==> src/sv/qvr_pkg.sv <==
// ----------------------------------------------------------------------------
// qvr_pkg
// Field widths and beat types of the quaternion vector rotator.
// ----------------------------------------------------------------------------
package qvr_pkg;

  localparam int Q_W   = 16;  // quaternion component, signed Q1.f
  localparam int VEC_W = 24;  // vector component, signed integer

  typedef struct packed {
    logic signed [Q_W-1:0]   q_w;
    logic signed [Q_W-1:0]   q_x;
    logic signed [Q_W-1:0]   q_y;
    logic signed [Q_W-1:0]   q_z;
    logic signed [VEC_W-1:0] vec_x;
    logic signed [VEC_W-1:0] vec_y;
    logic signed [VEC_W-1:0] vec_z;
  } qvr_in_t;

  typedef struct packed {
    logic signed [VEC_W-1:0] out_x;
    logic signed [VEC_W-1:0] out_y;
    logic signed [VEC_W-1:0] out_z;
    logic                    clipped;
  } qvr_out_t;

endpackage

==> src/sv/qvr_rot_comp.sv <==
// ----------------------------------------------------------------------------
// qvr_rot_comp
// One rotated component: sum of two products minus two products, floor shift
// by the fraction width, saturate to the vector width.
// ----------------------------------------------------------------------------
module qvr_rot_comp
  import qvr_pkg::*;
#(
  parameter int PROD_W    = 44,
  parameter int FRAC_BITS = 14
) (
  input  logic signed [PROD_W-1:0] add_a,
  input  logic signed [PROD_W-1:0] add_b,
  input  logic signed [PROD_W-1:0] sub_a,
  input  logic signed [PROD_W-1:0] sub_b,
  output logic signed [VEC_W-1:0]  rot,
  output logic                     clip
);

  localparam int SUM_W = PROD_W + 2;
  localparam int SH_W  = SUM_W - FRAC_BITS;
  localparam int RES_W = (SH_W > VEC_W) ? SH_W : VEC_W + 1;

  localparam logic signed [RES_W-1:0] SAT_HI =
    {{(RES_W-VEC_W+1){1'b0}}, {(VEC_W-1){1'b1}}};
  localparam logic signed [RES_W-1:0] SAT_LO =
    {{(RES_W-VEC_W+1){1'b1}}, {(VEC_W-1){1'b0}}};

  logic signed [SUM_W-1:0] sum;
  logic signed [SUM_W-1:0] sh;
  logic signed [RES_W-1:0] res;

  always_comb begin
    sum = SUM_W'(add_a) + SUM_W'(add_b) - SUM_W'(sub_a) - SUM_W'(sub_b);
    sh  = sum >>> FRAC_BITS;
    // shifted value fits in SH_W bits, so the resize keeps it exact
    res = RES_W'(sh);
    priority if (res > SAT_HI) begin
      rot  = {1'b0, {(VEC_W-1){1'b1}}};
      clip = 1'b1;
    end else if (res < SAT_LO) begin
      rot  = {1'b1, {(VEC_W-1){1'b0}}};
      clip = 1'b1;
    end else begin
      rot  = res[VEC_W-1:0];
      clip = 1'b0;
    end
  end

endmodule

==> config.mk <==
export PLATFORM = sky130hd
export DESIGN_NAME = qvr_rot_comp
export DESIGN_NICKNAME = d
export VERILOG_FILES = /design/src/sv/qvr_pkg.sv /design/src/sv/qvr_rot_comp.sv
export SDC_FILE = /design/constraint.sdc
export NUM_CORES = 1
export LEC_CHECK = 0
export ABC_AREA = 1
export BUFFER_PORTS_ARGS = -buffer_cell sky130_fd_sc_hd__clkbuf_2
export CAP_MARGIN = 20
export CORE_ASPECT_RATIO = 1.2
export CORE_MARGIN = 2
export CORE_UTILIZATION = 50
export DETAILED_ROUTE_END_ITERATION = 6
export PLACE_DENSITY = 0.79
export SYNTH_ARGS = -nofsm -noshare
export SYNTH_HDL_FRONTEND = slang
export SYNTH_SLANG_ARGS = --single-unit
export TNS_END_PERCENT = 10
==> constraint.sdc <==
create_clock -name vclk -period 4.36
set_clock_uncertainty 0.05 [all_clocks]
set_input_delay 0.436 -clock vclk [all_inputs]
set_output_delay 0.436 -clock vclk [all_outputs]
set_load 0.02 [all_outputs]
==> impl_metrics.ini <==
[run_status]
outcome = finished clean

[detailed_routing]
drc = 0
wl_per_cell_um = 11.9
dr.first_iter.drc_count = 229
first_pass_iters = 5
postRouteAntennaNets = 0
vias_per_cell = 4.68
wl_mm = 16.3
vias = 6406

[cells_and_area]
antenna_cells = 0
area_growth_pct = 26.3
finish.instance_area_um2 = 7620
final_layout_size_suffix_gt1_frac = 0.265
mostFrequentLayoutCell = nand2_1
final_cell_mix = nand2_1 (302), inv_1 (289), clkbuf_2 (197), fa_1 (88), nor2_1 (48)
nClkBuffers = 0
nets = 1524
fill_cells = 1142
final_util = 0.652
flops_and_latches = 0
regArea_um2 = 0

[yosys]
syn_inst = 985
synth-xor-area-share = 0.0376
avgSynthCellArea_um2 = 6.12
synth-simple-area-share = 0.316
synthAdderAreaFrac = 0.386
ys_seq_area_frac = 0
synth_top_area_frac = 0.292
synth_area_leader_cell = fa_1
muxShareOfSynthArea = 0
synth_compound_area_frac = 0.0664
synth_nets = 1294
synth_top_family_by_area = adder cells
synthTopCellsByArea = fa_1 (29%), nand2_1 (19%), inv_1 (18%)
synth_cell_types = 34
syn_area_um2 = 6030
yosysWarnings = 0

[global_routing]
grt_pass1_vias = 6560
grt_pass1_wl_mm = 27.7
grt.overflow.total = 0
track_usage = 0.253
grt_max_degree = 25
antenna_found_initial = 0

[critical_path]
worst_path_dominant_cell_family = simple AND/OR/NAND/NOR gates
endpoint_kind = primary output
crit_chain = clkbuf_2, inv_1, fa_1, fa_1, inv_1, ha_1, nand2_2, nor2_2, nand2_1, nor2_2, nand3_1, nand3_1, nand2_1, nand2_1, nand3_1, nor2_2, nand2_1, nand2_4, buf_12, nand2_1, nand2_1, clkbuf_2
crit_required_ns = 3.87
start_kind = primary input
slowest_stage = fa_1
cpPeakStageDelay_ns = 0.51
crit_arrival_ns = 3.82
worst-path-buf-inv = 5
cp_max_fo = 11
path_class = primary input to primary output
crit_path_frequent_cell = nand2_1

[floorplanning]
io_pins = 201
row_count = 43
fp.coreArea_um2 = 11700
die_w_um = 104
start_util = 0.516
fp.dieH_um = 124
die_area_um2 = 13000

[pwr]
comb_power_share = 1.000
ir_drop_mv = 0.419
p_switching_mw = 2.32
switching_share = 0.626
power_density_nw_per_um2 = 487
power_frac_seq = 0
clock_power_share = 0
p_leak_nw = 4.69
internal-power_mw = 1.39

[timing]
fin_crit_sh = 0.987
max_freq_mhz = 232
slew_headroom = 0.622
worst_pin_slew_ns = 0.561
rsz0062_at_grt = yes
fin_crit_ns = 4.30
layout_setup_ws_ns = 0.0559
setup_violations = 0
finalMaxSlewViolations = 0
finalHoldViolCount = 0
tns_ns = 0

[placed_design]
numPortBuffers = 201
post-dp-hpwl_mm = 15.0
place_area_um2 = 7450
place_congestion = 0.948
preCtsSetupSlack_ns = -0.0376

[worst_hold_path]
hold_class = primary input to primary output

[job]
max-cap-violations = 0
-- cells by family (layout without fill, tap and decap cells) --
| kind of cell | Yosys count | after routing |
|---|---|---|
| compound gates | 71 | 71 |
| simple gates | 452 | 452 |
| buf+inv | 304 | 532 |
| xor+xnor | 25 | 25 |
| fa+ha+maj | 133 | 133 |
-- tightest hold or removal path, cell delays in order --
cell and delay [ns]:
clkbuf_2 0.13, fa_1 0.19, xnor2_1 0.18, xor2_2 0.10, inv_2 0.07, clkbuf_2 0.19
-- repair_timing --
action                                  in CTS  in global routing
hold buffers                                 0                  0
buffers inserted                             1                  0
resized for setup                            1                 42
endpoints found under the setup margin      24                 24
pin swaps                                    0                  1
hold endpoints to repair                     0                  0
-- metrics by stage --
step,hold slack (ns),power [mW],std cells
detailed placement,1.73,3.58,1369
finish,1.69,3.71,1370
global route,1.72,4.14,1370
floorplan,1.38,2.47,985
CTS,1.69,3.61,1370
global placement,1.72,3.55,1369
-- synthesized netlist by cell type (all sizes together) --
cell type	instances
inv	299
a31oi	4
nor2	81
o211ai	1
xnor2	12
o21ai	17
a31o	1
fa	88
nand3	33
nand3b	1
nand4	11
a21boi	1
ha	45
clkinv	1
o21bai	4
nor3	5
nand2	319
buf	4
a21oi	42
nor4	1
xor2	13
o21a	1
and2	1
-- power groups by stage --
| stage | Combinational [mW] | Sequential, mW | Clock (mW) |
|---|---|---|---|
| floorplan | 2.47 | 0 | 0 |
| global route | 4.14 | 0 | 0 |
| global placement | 3.55 | 0 | 0 |
| finish | 3.71 | 0 | 0 |
| detailed placement | 3.58 | 0 | 0 |
| CTS | 3.61 | 0 | 0 |
-- area by class of cell --
| class | instances | area (um^2) | share of cell area |
|---|---|---|---|
| inverters | 300 | 1130 | 0.148 |
| well taps | 157 | 196 | 0.0258 |
| repair buffers | 232 | 1280 | 0.168 |
| multi-input cells | 681 | 5020 | 0.659 |
-- path summary, 6_finish.rpt --
check             depth (start not counted)  startpoint  endpoint  slack (ns)
hold / removal                            6   add_b[43]   rot[23]        1.69
setup / recovery                         22   add_a[27]    rot[4]        0.06
-- per-layer routing --
layer / track usage / wire length [um]
met4: 0.0533 / 295
met5: 0 / 0
met1: 0.301 / 6580
met2: 0.500 / 8760
met3: 0.0115 / 648
No activity file was read; power rests on OpenSTA's default activity.
